### src/rtl/core/gawq_pkg.sv
`default_nettype none
// ----------------------------------------------------------------------------
// gawq_pkg: shared types and constants for the group absmax quantizer
// Float constants, quantizer mode codes, result kinds, divider handshake
// structs and the fp32 to fp16 conversion.
// ----------------------------------------------------------------------------
package gawq_pkg;

  localparam int GROUP_LEN = 32;
  localparam int FILL_W    = $clog2(GROUP_LEN + 1);
  localparam int IDX_W     = (GROUP_LEN > 1) ? $clog2(GROUP_LEN) : 1;

  localparam logic [31:0] FP_ONE   = 32'h3F80_0000;
  localparam logic [31:0] FP_THREE = 32'h4040_0000;
  localparam logic [31:0] FP_SEVEN = 32'h40E0_0000;
  localparam logic [31:0] FP_INF   = 32'h7F80_0000;

  localparam logic [1:0] QT_INT4 = 2'd0;
  localparam logic [1:0] QT_INT3 = 2'd1;
  localparam logic [1:0] QT_INT2 = 2'd2;

  localparam logic KIND_SCALE = 1'b0;
  localparam logic KIND_BYTE  = 1'b1;

  typedef struct packed {
    logic        start;
    logic [31:0] num;
    logic [31:0] den;
  } div_req_t;

  typedef struct packed {
    logic        done;
    logic [31:0] quo;
  } div_rsp_t;

  // fp32 to fp16, round half up, overflow to infinity
  function automatic logic [15:0] to_half(input logic [31:0] x);
    logic [15:0]       sgn;
    logic [7:0]        ef;
    logic signed [9:0] e;
    logic [23:0]       m;
    logic [4:0]        sh;
    logic [23:0]       hs;
    logic [15:0]       h;
    sgn = {x[31], 15'b0};
    ef  = x[30:23];
    e   = $signed({2'b00, ef}) - 10'sd112;
    m   = {1'b0, x[22:0]};
    sh  = '0;
    hs  = '0;
    if (ef == 8'hFF) begin
      h = sgn | 16'h7C00 | ((x[22:0] != 23'd0) ? 16'h0200 : 16'h0000);
    end else if (e >= 10'sd31) begin
      h = sgn | 16'h7C00;
    end else if (e <= 10'sd0) begin
      if (e < -10'sd10) begin
        h = sgn;
      end else begin
        m[23] = 1'b1;
        sh = 5'(10'sd14 - e);
        hs = m >> sh;
        h  = sgn | hs[15:0];
        if (m[sh - 5'd1]) h = h + 16'd1;
      end
    end else begin
      h = sgn | {1'b0, e[4:0], 10'b0} | {6'b0, m[22:13]};
      if (m[12]) h = h + 16'd1;
    end
    return h;
  endfunction

endpackage
`default_nettype wire

### src/rtl/core/gawq_fdiv.sv
`default_nettype none
// ----------------------------------------------------------------------------
// gawq_fdiv: iterative fp32 divider
// Positive operands, one quotient bit per cycle, round to nearest even,
// subnormal results and overflow to infinity.
// ----------------------------------------------------------------------------
module gawq_fdiv
  import gawq_pkg::*;
(
  input  wire logic     clk,
  input  wire logic     rst_n,
  input  wire div_req_t req,
  output div_rsp_t      rsp
);

  localparam logic [2:0] D_IDLE   = 3'd0;
  localparam logic [2:0] D_NORM   = 3'd1;
  localparam logic [2:0] D_DIV    = 3'd2;
  localparam logic [2:0] D_ALIGN  = 3'd3;
  localparam logic [2:0] D_DENORM = 3'd4;
  localparam logic [2:0] D_ROUND  = 3'd5;

  logic [2:0]         st_r;
  logic [23:0]        ma_r, mb_r, mt_r;
  logic signed [10:0] ea_r, eb_r, ex_r;
  logic [24:0]        rem_r;
  logic [25:0]        q_r;
  logic [4:0]         cnt_r;
  logic               g_r, s_r, done_r;
  logic [31:0]        quo_r;

  logic        qbit;
  logic [24:0] rem_sub;
  logic        inc;

  assign qbit    = (rem_r >= {1'b0, mb_r});
  assign rem_sub = qbit ? (rem_r - {1'b0, mb_r}) : rem_r;
  assign inc     = g_r & (s_r | mt_r[0]);

  always_ff @(posedge clk) begin
    if (!rst_n) begin
      st_r   <= D_IDLE;
      done_r <= 1'b0;
    end else begin
      done_r <= 1'b0;
      case (st_r)
        D_IDLE: begin
          if (req.start) begin
            if (req.num[30:23] == 8'hFF) begin
              quo_r  <= FP_INF;
              done_r <= 1'b1;
            end else begin
              ma_r <= {req.num[30:23] != 8'd0, req.num[22:0]};
              mb_r <= {req.den[30:23] != 8'd0, req.den[22:0]};
              ea_r <= (req.num[30:23] == 8'd0) ? 11'sd1 : $signed({3'b0, req.num[30:23]});
              eb_r <= (req.den[30:23] == 8'd0) ? 11'sd1 : $signed({3'b0, req.den[30:23]});
              st_r <= D_NORM;
            end
          end
        end
        D_NORM: begin
          if (!ma_r[23]) begin
            ma_r <= {ma_r[22:0], 1'b0};
            ea_r <= ea_r - 11'sd1;
          end
          if (!mb_r[23]) begin
            mb_r <= {mb_r[22:0], 1'b0};
            eb_r <= eb_r - 11'sd1;
          end
          if (ma_r[23] && mb_r[23]) begin
            rem_r <= {1'b0, ma_r};
            q_r   <= '0;
            cnt_r <= '0;
            st_r  <= D_DIV;
          end
        end
        D_DIV: begin
          rem_r <= {rem_sub[23:0], 1'b0};
          q_r   <= {q_r[24:0], qbit};
          cnt_r <= cnt_r + 5'd1;
          if (cnt_r == 5'd25) st_r <= D_ALIGN;
        end
        D_ALIGN: begin
          if (q_r[25]) begin
            mt_r <= q_r[25:2];
            g_r  <= q_r[1];
            s_r  <= q_r[0] | (rem_r != 25'd0);
            ex_r <= ea_r - eb_r + 11'sd127;
          end else begin
            mt_r <= q_r[24:1];
            g_r  <= q_r[0];
            s_r  <= (rem_r != 25'd0);
            ex_r <= ea_r - eb_r + 11'sd126;
          end
          st_r <= D_DENORM;
        end
        D_DENORM: begin
          // shift into the subnormal range one bit a cycle
          if (ex_r < 11'sd1) begin
            mt_r <= {1'b0, mt_r[23:1]};
            g_r  <= mt_r[0];
            s_r  <= s_r | g_r;
            ex_r <= ex_r + 11'sd1;
          end else begin
            st_r <= D_ROUND;
          end
        end
        D_ROUND: begin
          if (ex_r >= 11'sd255) begin
            quo_r <= FP_INF;
          end else begin
            quo_r <= {1'b0, (mt_r[23] ? ex_r[7:0] : 8'd0), mt_r[22:0]} + {31'd0, inc};
          end
          done_r <= 1'b1;
          st_r   <= D_IDLE;
        end
        default: st_r <= D_IDLE;
      endcase
    end
  end

  assign rsp.done = done_r;
  assign rsp.quo  = quo_r;

endmodule
`default_nettype wire

### src/rtl/core/group_absmax_weight_quantizer.sv
`default_nettype none
// A group closes on its last request; the scale divide then runs (not for an
// all-zero group or in int2 mode), then the reciprocal divide (not for a zero
// or infinite scale), and each stored weight is read, normalised, multiplied
// and quantised. One request per cycle is taken while a group fills; the block is
// busy from group close until the group's final result enters the output register.
// Reset (rst_n low, synchronous) empties the group, clears packing state and mode.
// ----------------------------------------------------------------------------
// group_absmax_weight_quantizer: blockwise absmax int4/int3/int2 quantizer
// Buffers fp32 weights in groups, emits an fp16 scale per group followed by
// packed unsigned codes, LSB first, continuous across groups.
// ----------------------------------------------------------------------------
module group_absmax_weight_quantizer
  import gawq_pkg::*;
(
  input  wire logic        clk,
  input  wire logic        rst_n,
  input  wire logic        in_tvalid,
  output logic             in_tready,
  input  wire logic [31:0] in_tdata,    // weight_bits
  input  wire logic        in_tlast,    // tensor_last
  output logic             out_tvalid,
  input  wire logic        out_tready,
  output logic [15:0]      out_tdata,   // out_value
  output logic [1:0]       out_tuser,   // item_kind, tensor_end
  output logic             out_tlast,   // run_last
  input  wire logic        cfg_wr_en,
  input  wire logic [1:0]  cfg_wr_data  // code width mode
);

  localparam logic [3:0] S_IDLE  = 4'd0;
  localparam logic [3:0] S_CLOSE = 4'd1;
  localparam logic [3:0] S_WDIV1 = 4'd2;
  localparam logic [3:0] S_SCALE = 4'd3;
  localparam logic [3:0] S_WDIV2 = 4'd4;
  localparam logic [3:0] S_INVN  = 4'd5;
  localparam logic [3:0] S_RD    = 4'd6;
  localparam logic [3:0] S_LD    = 4'd7;
  localparam logic [3:0] S_WNORM = 4'd8;
  localparam logic [3:0] S_MUL   = 4'd9;
  localparam logic [3:0] S_QNT   = 4'd10;
  localparam logic [3:0] S_FLUSH = 4'd11;
  localparam logic [3:0] S_DONE  = 4'd12;

  logic [3:0]         state_r;
  logic [1:0]         qt_r, qm_r;
  logic [FILL_W-1:0]  fill_r, idx_r;
  logic [31:0]        amax_r, scale_r, rd_r;
  logic               last_r;
  logic [23:0]        im_r, wm_r;
  logic signed [10:0] ie_r, we_r, pe_r;
  logic               inv_zero_r, inv_inf_r, wz_r, ws_r;
  logic [47:0]        prod_r;
  logic               pz_r, pinf_r, psign_r;
  logic [7:0]         pend_r;
  logic [2:0]         cnt_r;
  logic               stg_v_r, stg_kind_r;
  logic [15:0]        stg_val_r;
  logic               out_v_r, out_kind_r, out_rl_r, out_te_r;
  logic [15:0]        out_val_r;
  div_req_t           div_req_r;
  div_rsp_t           div_rsp;

  logic [31:0] mem [GROUP_LEN];

  logic        in_acc, out_free, can_push;
  logic [1:0]  qt_eff;
  logic [31:0] in_abs;

  assign in_tready = (state_r == S_IDLE);
  assign in_acc    = in_tvalid & in_tready;
  assign out_free  = !out_v_r || out_tready;
  assign can_push  = !stg_v_r || out_free;
  assign qt_eff    = (qt_r == QT_INT4 || qt_r == QT_INT3) ? qt_r : QT_INT2;
  assign in_abs    = {1'b0, in_tdata[30:0]};

  gawq_fdiv u_fdiv (
    .clk  (clk),
    .rst_n(rst_n),
    .req  (div_req_r),
    .rsp  (div_rsp)
  );

  // Group store: write on accept, registered read for the element pass
  always_ff @(posedge clk) begin
    if (in_acc) mem[fill_r[IDX_W-1:0]] <= in_tdata;
    if (state_r == S_RD) rd_r <= mem[idx_r[IDX_W-1:0]];
  end

  // Product rounding and quantisation of one element
  logic               p47, pinc, big;
  logic [23:0]        pm24;
  logic               pg, ps;
  logic [24:0]        pm25, f2;
  logic signed [10:0] xp1, nsh;
  logic [4:0]         mag, cl;
  logic [3:0]         qmax, bias, code, nbits;
  logic [11:0]        comb;
  logic [3:0]         ncnt;

  always_comb begin
    p47  = prod_r[47];
    pm24 = p47 ? prod_r[47:24] : prod_r[46:23];
    pg   = p47 ? prod_r[23] : prod_r[22];
    ps   = p47 ? (prod_r[22:0] != 23'd0) : (prod_r[21:0] != 22'd0);
    pinc = pg & (ps | pm24[0]);
    pm25 = {1'b0, pm24} + {24'd0, pinc};
    xp1  = pe_r + $signed({10'd0, p47}) + 11'sd1;
    nsh  = -xp1;
    big  = (xp1 >= 11'sd0);
    f2   = (big || nsh > 11'sd25) ? 25'd0 : (pm25 >> nsh[4:0]);
    if (pz_r) begin
      mag = 5'd0;
    end else if (pinf_r || big || f2 >= 25'd32) begin
      mag = 5'd16;
    end else begin
      mag = 5'(({1'b0, f2} + 26'd1) >> 1);
    end
    case (qm_r)
      QT_INT4: begin qmax = 4'd7; nbits = 4'd4; end
      QT_INT3: begin qmax = 4'd3; nbits = 4'd3; end
      default: begin qmax = 4'd1; nbits = 4'd2; end
    endcase
    bias = qmax + 4'd1;
    if (psign_r) begin
      cl   = (mag > {1'b0, bias}) ? {1'b0, bias} : mag;
      code = bias - cl[3:0];
    end else begin
      cl   = (mag > {1'b0, qmax}) ? {1'b0, qmax} : mag;
      code = bias + cl[3:0];
    end
    comb = {4'd0, pend_r} | ({8'd0, code} << cnt_r);
    ncnt = {1'b0, cnt_r} + nbits;
  end

  always_ff @(posedge clk) begin
    if (!rst_n) begin
      state_r   <= S_IDLE;
      qt_r      <= QT_INT4;
      fill_r    <= '0;
      amax_r    <= '0;
      pend_r    <= '0;
      cnt_r     <= '0;
      stg_v_r   <= 1'b0;
      out_v_r   <= 1'b0;
      div_req_r <= '0;
    end else begin
      div_req_r.start <= 1'b0;
      if (cfg_wr_en) qt_r <= cfg_wr_data;
      // drop the output once taken; a push below overrides
      if (out_v_r && out_tready) out_v_r <= 1'b0;

      case (state_r)
        S_IDLE: begin
          if (in_acc) begin
            fill_r <= fill_r + 1'b1;
            last_r <= in_tlast;
            // NaN patterns sit above infinity and never win
            if (in_abs > amax_r && in_abs <= FP_INF) amax_r <= in_abs;
            if (fill_r + 1'b1 == FILL_W'(GROUP_LEN) || in_tlast) state_r <= S_CLOSE;
          end
        end
        S_CLOSE: begin
          qm_r <= qt_eff;
          if (amax_r == 32'd0) begin
            scale_r <= FP_ONE;
            state_r <= S_SCALE;
          end else if (qt_eff == QT_INT2) begin
            scale_r <= amax_r;
            state_r <= S_SCALE;
          end else begin
            div_req_r.start <= 1'b1;
            div_req_r.num   <= amax_r;
            div_req_r.den   <= (qt_eff == QT_INT4) ? FP_SEVEN : FP_THREE;
            state_r         <= S_WDIV1;
          end
        end
        S_WDIV1: begin
          if (div_rsp.done) begin
            scale_r <= div_rsp.quo;
            state_r <= S_SCALE;
          end
        end
        S_SCALE: begin
          if (can_push) begin
            if (stg_v_r) begin
              out_v_r    <= 1'b1;
              out_kind_r <= stg_kind_r;
              out_val_r  <= stg_val_r;
              out_rl_r   <= 1'b0;
              out_te_r   <= 1'b0;
            end
            stg_v_r    <= 1'b1;
            stg_kind_r <= KIND_SCALE;
            stg_val_r  <= to_half(scale_r);
            // zero or infinite scale: reciprocal is taken as zero
            if (scale_r[30:0] == 31'd0 || scale_r[30:23] == 8'hFF) begin
              inv_zero_r <= 1'b1;
              inv_inf_r  <= 1'b0;
              im_r       <= '0;
              ie_r       <= '0;
              idx_r      <= '0;
              state_r    <= S_RD;
            end else begin
              div_req_r.start <= 1'b1;
              div_req_r.num   <= FP_ONE;
              div_req_r.den   <= scale_r;
              state_r         <= S_WDIV2;
            end
          end
        end
        S_WDIV2: begin
          if (div_rsp.done) begin
            inv_zero_r <= (div_rsp.quo[30:0] == 31'd0);
            inv_inf_r  <= (div_rsp.quo[30:23] == 8'hFF);
            im_r       <= {div_rsp.quo[30:23] != 8'd0, div_rsp.quo[22:0]};
            ie_r       <= (div_rsp.quo[30:23] == 8'd0) ? 11'sd1 :
                          $signed({3'b0, div_rsp.quo[30:23]});
            state_r    <= S_INVN;
          end
        end
        S_INVN: begin
          if (!inv_zero_r && !inv_inf_r && !im_r[23]) begin
            im_r <= {im_r[22:0], 1'b0};
            ie_r <= ie_r - 11'sd1;
          end else begin
            idx_r   <= '0;
            state_r <= S_RD;
          end
        end
        S_RD: state_r <= S_LD;
        S_LD: begin
          wz_r    <= (rd_r[30:0] == 31'd0);
          ws_r    <= rd_r[31];
          wm_r    <= {rd_r[30:23] != 8'd0, rd_r[22:0]};
          we_r    <= (rd_r[30:23] == 8'd0) ? 11'sd1 : $signed({3'b0, rd_r[30:23]});
          state_r <= S_WNORM;
        end
        S_WNORM: begin
          if (!wz_r && !wm_r[23]) begin
            wm_r <= {wm_r[22:0], 1'b0};
            we_r <= we_r - 11'sd1;
          end else begin
            state_r <= S_MUL;
          end
        end
        S_MUL: begin
          prod_r  <= wm_r * im_r;
          pe_r    <= we_r + ie_r - 11'sd277;
          pz_r    <= wz_r | inv_zero_r;
          pinf_r  <= inv_inf_r & !wz_r;
          psign_r <= ws_r;
          state_r <= S_QNT;
        end
        S_QNT: begin
          if (ncnt >= 4'd8) begin
            if (can_push) begin
              if (stg_v_r) begin
                out_v_r    <= 1'b1;
                out_kind_r <= stg_kind_r;
                out_val_r  <= stg_val_r;
                out_rl_r   <= 1'b0;
                out_te_r   <= 1'b0;
              end
              stg_v_r    <= 1'b1;
              stg_kind_r <= KIND_BYTE;
              stg_val_r  <= {8'd0, comb[7:0]};
              pend_r     <= {4'd0, comb[11:8]};
              cnt_r      <= 3'(ncnt - 4'd8);
              idx_r      <= idx_r + 1'b1;
              state_r    <= (idx_r + 1'b1 == fill_r) ? S_FLUSH : S_RD;
            end
          end else begin
            pend_r  <= comb[7:0];
            cnt_r   <= ncnt[2:0];
            idx_r   <= idx_r + 1'b1;
            state_r <= (idx_r + 1'b1 == fill_r) ? S_FLUSH : S_RD;
          end
        end
        S_FLUSH: begin
          if (last_r && cnt_r != 3'd0) begin
            if (can_push) begin
              if (stg_v_r) begin
                out_v_r    <= 1'b1;
                out_kind_r <= stg_kind_r;
                out_val_r  <= stg_val_r;
                out_rl_r   <= 1'b0;
                out_te_r   <= 1'b0;
              end
              stg_v_r    <= 1'b1;
              stg_kind_r <= KIND_BYTE;
              stg_val_r  <= {8'd0, pend_r};
              pend_r     <= '0;
              cnt_r      <= '0;
              state_r    <= S_DONE;
            end
          end else begin
            if (last_r) begin
              pend_r <= '0;
              cnt_r  <= '0;
            end
            state_r <= S_DONE;
          end
        end
        S_DONE: begin
          // release the held result as the last of this group
          if (out_free) begin
            out_v_r    <= 1'b1;
            out_kind_r <= stg_kind_r;
            out_val_r  <= stg_val_r;
            out_rl_r   <= 1'b1;
            out_te_r   <= last_r;
            stg_v_r    <= 1'b0;
            fill_r     <= '0;
            amax_r     <= '0;
            state_r    <= S_IDLE;
          end
        end
        default: state_r <= S_IDLE;
      endcase
    end
  end

  assign out_tvalid = out_v_r;
  assign out_tdata  = out_val_r;
  assign out_tuser  = {out_te_r, out_kind_r};
  assign out_tlast  = out_rl_r;

  // Nothing is held back while new weights are taken
  a_idle_empty: assert property (@(posedge clk) disable iff (!rst_n)
    in_tready |-> !stg_v_r) else $error("staged result while accepting");

  a_fill_bound: assert property (@(posedge clk) disable iff (!rst_n)
    fill_r <= FILL_W'(GROUP_LEN)) else $error("group fill overrun");

  a_div_wait: assert property (@(posedge clk) disable iff (!rst_n)
    div_rsp.done |-> (state_r == S_WDIV1 || state_r == S_WDIV2))
    else $error("divider finished outside a wait state");

endmodule
`default_nettype wire

### config.mk
export PLATFORM = sky130hd
export DESIGN_NAME = group_absmax_weight_quantizer
export DESIGN_NICKNAME = d
export VERILOG_FILES = /design/src/rtl/core/gawq_pkg.sv /design/src/rtl/core/gawq_fdiv.sv /design/src/rtl/core/group_absmax_weight_quantizer.sv
export SDC_FILE = /design/constraint.sdc
export NUM_CORES = 2
export LEC_CHECK = 0
export BUFFER_PORTS_ARGS = -buffer_cell sky130_fd_sc_hd__buf_4
export CAP_MARGIN = 5
export CORE_UTILIZATION = 50
export CTS_CLUSTER_DIAMETER = 80
export CTS_CLUSTER_SIZE = 12
export DETAILED_ROUTE_END_ITERATION = 12
export HOLD_SLACK_MARGIN = 0.12
export PLACE_DENSITY = 0.65
export SETUP_SLACK_MARGIN = 0.05
export SLEW_MARGIN = 10
export SYNTH_ARGS = -nofsm -noshare
export SYNTH_HDL_FRONTEND = slang
export SYNTH_SLANG_ARGS = --single-unit
export TNS_END_PERCENT = 30
### constraint.sdc
create_clock -name clk -period 10.9 [get_ports clk]
set_input_delay 1.635 -clock clk [delete_from_list [all_inputs] [get_ports clk]]
set_output_delay 1.635 -clock clk [all_outputs]
set_load 0.02 [all_outputs]
# [Yosys cells after proc, flatten, opt, wreduce, memory -nomap -nowiden]
# Memories as Yosys holds them, arrays and structs flattened. A register that Yosys moved wholly into a read port is not among the register bits.
# Index checks and enable logic that the tools add are counted.
[classes] addsub=30 mul=1 order_cmp=15 eq_ne=58 n_shift=3 n_mux=197 bitwise_logic=14 reduce_logical=83
[op_table] cell="$mux W24" n=16
[op_table] cell="$mux W32" n=9
[op_table] cell="$mux W65" n=4
[op_table] cell="$mux W16" n=16
[op_table] cell="$pmux W24 S2" n=4
[op_table] cell="$pmux W32 S2" n=3
[op_table] cell="$mux W11" n=13
[op_table] cell="$pmux W65 S2" n=1
[op_table] cell="$logic_not A31 Y1" n=3
[op_table] cell="$pmux W11 S2" n=4
[op_table] cell="$mux W8" n=10
[op_table] cell="$pmux W24 S3" n=1
[op_table] cell="$mux W4" n=16
[op_table] cell="$pmux W16 S4" n=1
[op_table] cell="$pmux W26 S2" n=1
[op_table] cell="$pmux W4 S13" n=1
[op_table] cell="$mux W25" n=2
[op_table] cell="$pmux W25 S2" n=1
[op_table] cell="$mul A24 B24 Y48" n=1
[op_table] cell="$mux W1" n=48
[op_table] cell="$pmux W16 S3" n=1
[op_table] cell="$reduce_bool A23 Y1" n=2
[op_table] cell="$sub A11 B2 Y11 const B" n=4
[op_table] cell="$mux W6" n=7
[op_table] cell="other kinds (98)" n=232
[word_totals] ff_bits=532 mem_bits_rw=1024 inputBits=40 out_inout_bits=21 wordCells=452 mem_count=1
[memory_table] name="mem" words=32 width=32 rd=1 rd_ports_with_merged_regs=1 write_ports=1 line_no="group_absmax_weight_quantizer.sv:64" rtl="logic [31:0] mem [GROUP_LEN];"

# [Logic depth before layout (Yosys ltp)]
[logic_depth] word_depth=20 mapped_depth=42 mapped_depth_nobuf=35

# [Cells and area by module]
# Synthesis repeated with hierarchy kept, for this count alone.
[hier_totals] cells_unflattened=7109 area_unflattened_um2=91515.3
[by_module_without_submodules] module="group_absmax_weight_quantizer" instances=1 cells_each=5967 area_per_inst_um2=79747.7 seq_area_each_um2=40508.9
[by_module_without_submodules] module="gawq_fdiv" instances=1 cells_each=1142 area_per_inst_um2=11767.5 seq_area_each_um2=5935.7

# [Worst setup path after synthesis]
# Ideal clock, no wire load.
[synth_timing] path_kind="in2reg" startpoint="input rst_n" endpoint="register pe_r[0], enable pin" setup_ps=658 t_arrival_ps=8425 required_ps=10242 path_slack_ps=1817 stages=3 n_path_buf=1 cell_sequence="clkbuf_1 > nand2_1 > nor4b_1"
[synth_between] elab_chain_cells=1
[synth_rtl] item="start: declaration" line_no="group_absmax_weight_quantizer.sv:17" rtl="input wire logic rst_n,"
[synth_rtl] item="$reduce_and A2 Y1 (no line)"
[synth_rtl] item="end signal: assignment" line_no="group_absmax_weight_quantizer.sv:249" rtl="pe_r <= we_r + ie_r - 11'sd277;"
[synth_rtl] item="end: declaration" line_no="group_absmax_weight_quantizer.sv:51" rtl="logic signed [10:0] ie_r, we_r, pe_r;"
# No other way between the ends.
# A chain may end at the register's enable or synchronous reset.

# [Final worst setup path]
[layout_timing] startpoint="register wm_r[8]" endpoint="register prod_r[45] (data pin)"
[layout_between] elab_chain_cells=1
[layout_rtl] item="start: declaration" line_no="group_absmax_weight_quantizer.sv:50" rtl="logic [23:0] im_r, wm_r;"
[layout_rtl] item="start signal: assignment" line_no="group_absmax_weight_quantizer.sv:235" rtl="wm_r <= {rd_r[30:23] != 8'd0, rd_r[22:0]};"
[layout_rtl] item="start signal: assignment" line_no="group_absmax_weight_quantizer.sv:241" rtl="wm_r <= {wm_r[22:0], 1'b0};"
[layout_rtl] item="$mul A24 B24 Y48" line_no="group_absmax_weight_quantizer.sv:248" rtl="prod_r <= wm_r * im_r;"
[layout_rtl] item="end signal: assignment" line_no="group_absmax_weight_quantizer.sv:248"
[layout_rtl] item="end: declaration" line_no="group_absmax_weight_quantizer.sv:53" rtl="logic [47:0] prod_r;"
# No other way between the ends.

==> summary.md <==
| Metric | Value |
|---|---|
| # rows | 156 |
| 1st-pass router iterations | 6 |
| Routed Antenna Nets | 0 |
| Layout cell share with drive strength beyond 1 | 0.122 |
| Global route overflow | 0 |
| Slowest CP cell | edfxtp_1 |
| Slowest stage delay, CP | 1.00 ns |
| Syn Nets | 7,912 |
| Seq/Total Area, Yosys | 0.510 |
| Layout Nets | 7,861 |
| 1st-iter DRT viols | approximately 6,000 |
| Outcome | finished, final reports clean |
| Core area | 181,000 µm² |
| Port bufs | 60 |
| Final slew viol count | 0 |
| I/O pins | a little over 60 |
| Dpl cell area | 94,200 µm² |
| Post-DR wirelength/cell | 25.6 µm |
| Worst-skew pair later-pin latency | 0.84 ns |
| Fin area | 98,600 µm² |
| Synth warn | 0 |
| Critical path required time | 11.43 ns |
| Power per Cell Area | 190 nW/µm² |
| Fraction of registers with async set/reset | 0 |
| Worst EP arrival | about 10 ns |
| Unique masters post-synth | 107 |
| Setup Viol. Count Final | 0 |
| Dominant synthesized flop cell | edfxtp_1 |
| Clock Skews | 0.0680 ns |
| H-tree Lvls | 4 |
| Final WL | 242,000 µm |
| Number of global-route vias before repair | 57,414 |
| Post-synth EDFFs | 1,464 |
| TritonCTS Sinks | 1,587 |
| Mean post-synth cell area | approximately 13 µm² |
| Leakage | approximately 0.036 µW |
| Fin. Hold Viols | 0 |
| CP startpoint kind | flip-flop |
| CP max FO | 25 |
| Synthesis-to-layout area growth | 8.45% |
| Hpwl dp | 160,000 µm |
| Most frequent CP cell | fa_1 |
| Max-cap violations | 0 |
| Filler cells | ~15,000 |
| # resized after CTS | 0 |
| DRC viols | 0 |
| Worst Tran Pin Value | 1.37 ns |
| Via count | 57,669 |
| Min Tclk post-route | ~9.5 ns |
| Headroom to the max-slew limit | 0.0854 |
| Final GP Congestion | just over 0.9 |
| CTS tree | yes |
| Clock Pin Slew Worst Setup and Hold Paths | ~0.060 ns |
| Largest net degree at the start of global routing | between 150 and 200 |
| Worst r2r src | wm_r[8] |
| Synth Instances | 7,083 |
| Highest ir drop seen on vdd | 0.000268 V |
| Crit share post-route | 0.874 |
| Vias per cell | 6.09 |
| Root buf cell | clkbuf_16 |
| Fmax | 105 MHz |
| Setup CP Type | flip-flop to flip-flop |
| Die width | approximately 430 µm |
| Starting density of the core | 0.503 |
| Crit. Startpoint | wm_r[8] |
| GRT Util Overall | 0.265 |
| Hold_buf cts | 0 |
| Hold Path Origin | stg_val_r[14] |
| Seq cells post-synth | 1,587 |
| Buffer depth of the longest clock path | 3 |
| Die Height | 429 µm |
| RSZ-0062 raised after global routing | false |
| Setup TNS | 0 ns |
| Die footprint | 184,000 µm² |
| Antenna violations before repair | 6 |
| Crit. End Element | flip-flop |
| CTS Buf Count | around 150 |
| Global-route wire length before repair | 366,000 µm |
| Worst hold path type | flip-flop to flip-flop |
| Postcts setup bufs | 0 |
| Synthesized area | around 90,000 µm² |
==> power breakdown <==
group	internal [µW]	leakage, µW	switching, µW
combinational	2740	0.0195	3790
sequential	7140	0.0142	165
clock	2620	0.00212	2310
total	12500	0.0359	6260
==> layout by cell type, fill, tap and decap left out, types with 107 or more instances in the layout <==
cell	netlist	final
edfxtp_1	1464	1464
inv_1	646	646
xnor2_1	155	154
a21oi_1	178	173
and2_1	235	235
buf_4	4	187
mux4_2	329	329
o21ai_0	215	215
nor2_1	376	343
mux2i_1	107	107
ha_1	302	301
nand2_1	830	830
dfxtp_1	123	123
fa_1	487	487
clkbuf_16	0	153
==> worst max-delay path, delay by kind of cell (launching register included) <==
family / cells / cell delay (ns)
fa+ha+maj: 8 / 3.48
simple gates: 4 / 0.91
xor+xnor: 1 / 0.08
flops: 1 / 1.00
compound gates: 12 / 3.60
buf+inv: 3 / 0.15
==> registers in the layout, indices dropped and copies added, names as in the netlist, 16 cells and up <==
signal,flops
div_req_r,63
u_fdiv.quo_r,32
wm_r,24
out_tdata,16
stg_val_r,16
u_fdiv.mb_r,24
mem,1024
im_r,24
u_fdiv.ma_r,24
u_fdiv.mt_r,24
amax_r,31
scale_r,32
u_fdiv.q_r,26
u_fdiv.rem_r,25
prod_r,48
rd_r,32
==> synthesized netlist by cell type, types with 40 or more instances <==
cell type / n / share of area
mux2_2: 70 / 0.0087
edfxtp_1: 1464 / 0.48
nor3_1: 82 / 0.0045
and3_1: 60 / 0.0041
nand2_1: 830 / 0.034
nor4_1: 75 / 0.0052
mux2i_1: 107 / 0.012
xor2_1: 79 / 0.0076
ha_1: 302 / 0.042
clkbuf_1: 332 / 0.014
nand3_1: 98 / 0.0054
a22oi_1: 61 / 0.0050
xnor2_1: 155 / 0.015
nand4_1: 95 / 0.0065
mux4_2: 329 / 0.081
buf_1: 40 / 0.0017
nand2b_1: 53 / 0.0036
fa_1: 487 / 0.11
and2_1: 235 / 0.016
inv_1: 646 / 0.027
o21ai_0: 215 / 0.012
dfxtp_1: 123 / 0.027
nor2_1: 376 / 0.016
a21oi_1: 178 / 0.0098
==> stage by stage <==
step | instances | total power [µW] | hold slack [ns] | util | worst slack, ns
after floorplan | 7083 | 12200 | 0.400 | - | 1.82
after global placement | 9247 | 13800 | 0.405 | 0.521 | 1.53
after detailed placement | 9247 | 14000 | 0.405 | 0.521 | 1.48
after CTS | 9466 | 18900 | 0.419 | 0.546 | 1.38
after global routing | 9467 | 19900 | 0.422 | 0.546 | 0.798
final | 9469 | 18800 | 0.419 | 0.546 | 1.38
==> worst paths after layout <==
path              endpoint  slack, ns  depth (start not counted)
max             prod_r[45]       1.38                         28
min          out_tdata[14]       0.42                          0
max reg2reg     prod_r[45]       1.38                         28
min reg2reg  out_tdata[14]       0.42                          0
==> final cells by class <==
type	instances	area, µm²	area share
Tap cell	2370	2970	0.0301
Clock inverter	24	423	0.00429
Clock buffer	195	4000	0.0405
Antenna cell	3	7.51	0.0000761
Timing Repair Buffer	188	1420	0.0144
Sequential cell	1587	46400	0.471
Multi-Input combinational cell	4453	41000	0.415
Inverter	649	2440	0.0247
==> metal layers <==
| metal | share of wire | vias up | track usage | routed length (µm) |
|---|---|---|---|---|
| met5 | 0.00013 | - | 0 | 31 |
| li1 | - | 25341 | - | - |
| met3 | 0.084 | 367 | 0.0467 | 20300 |
| met2 | 0.47 | 2379 | 0.426 | 115000 |
| met1 | 0.41 | 29578 | 0.370 | 99900 |
| met4 | 0.030 | 4 | 0.0764 | 7270 |
==> kinds of logic (layout without fill, tap and decap cells) <==
group,Yosys count,in the layout,synth area share
XOR/XNOR,236,236,0.0229
other,0,3,0
multiplexers,508,508,0.102
AO/OA/AOI/OAI,866,866,0.0639
buffers and inverters,1043,1056,0.0438
AND/OR/NAND/NOR,2054,2054,0.108
adder cells (fa/ha/maj),789,789,0.149
flip-flops,1587,1587,0.510
No activity file was read; power rests on OpenSTA's default activity.
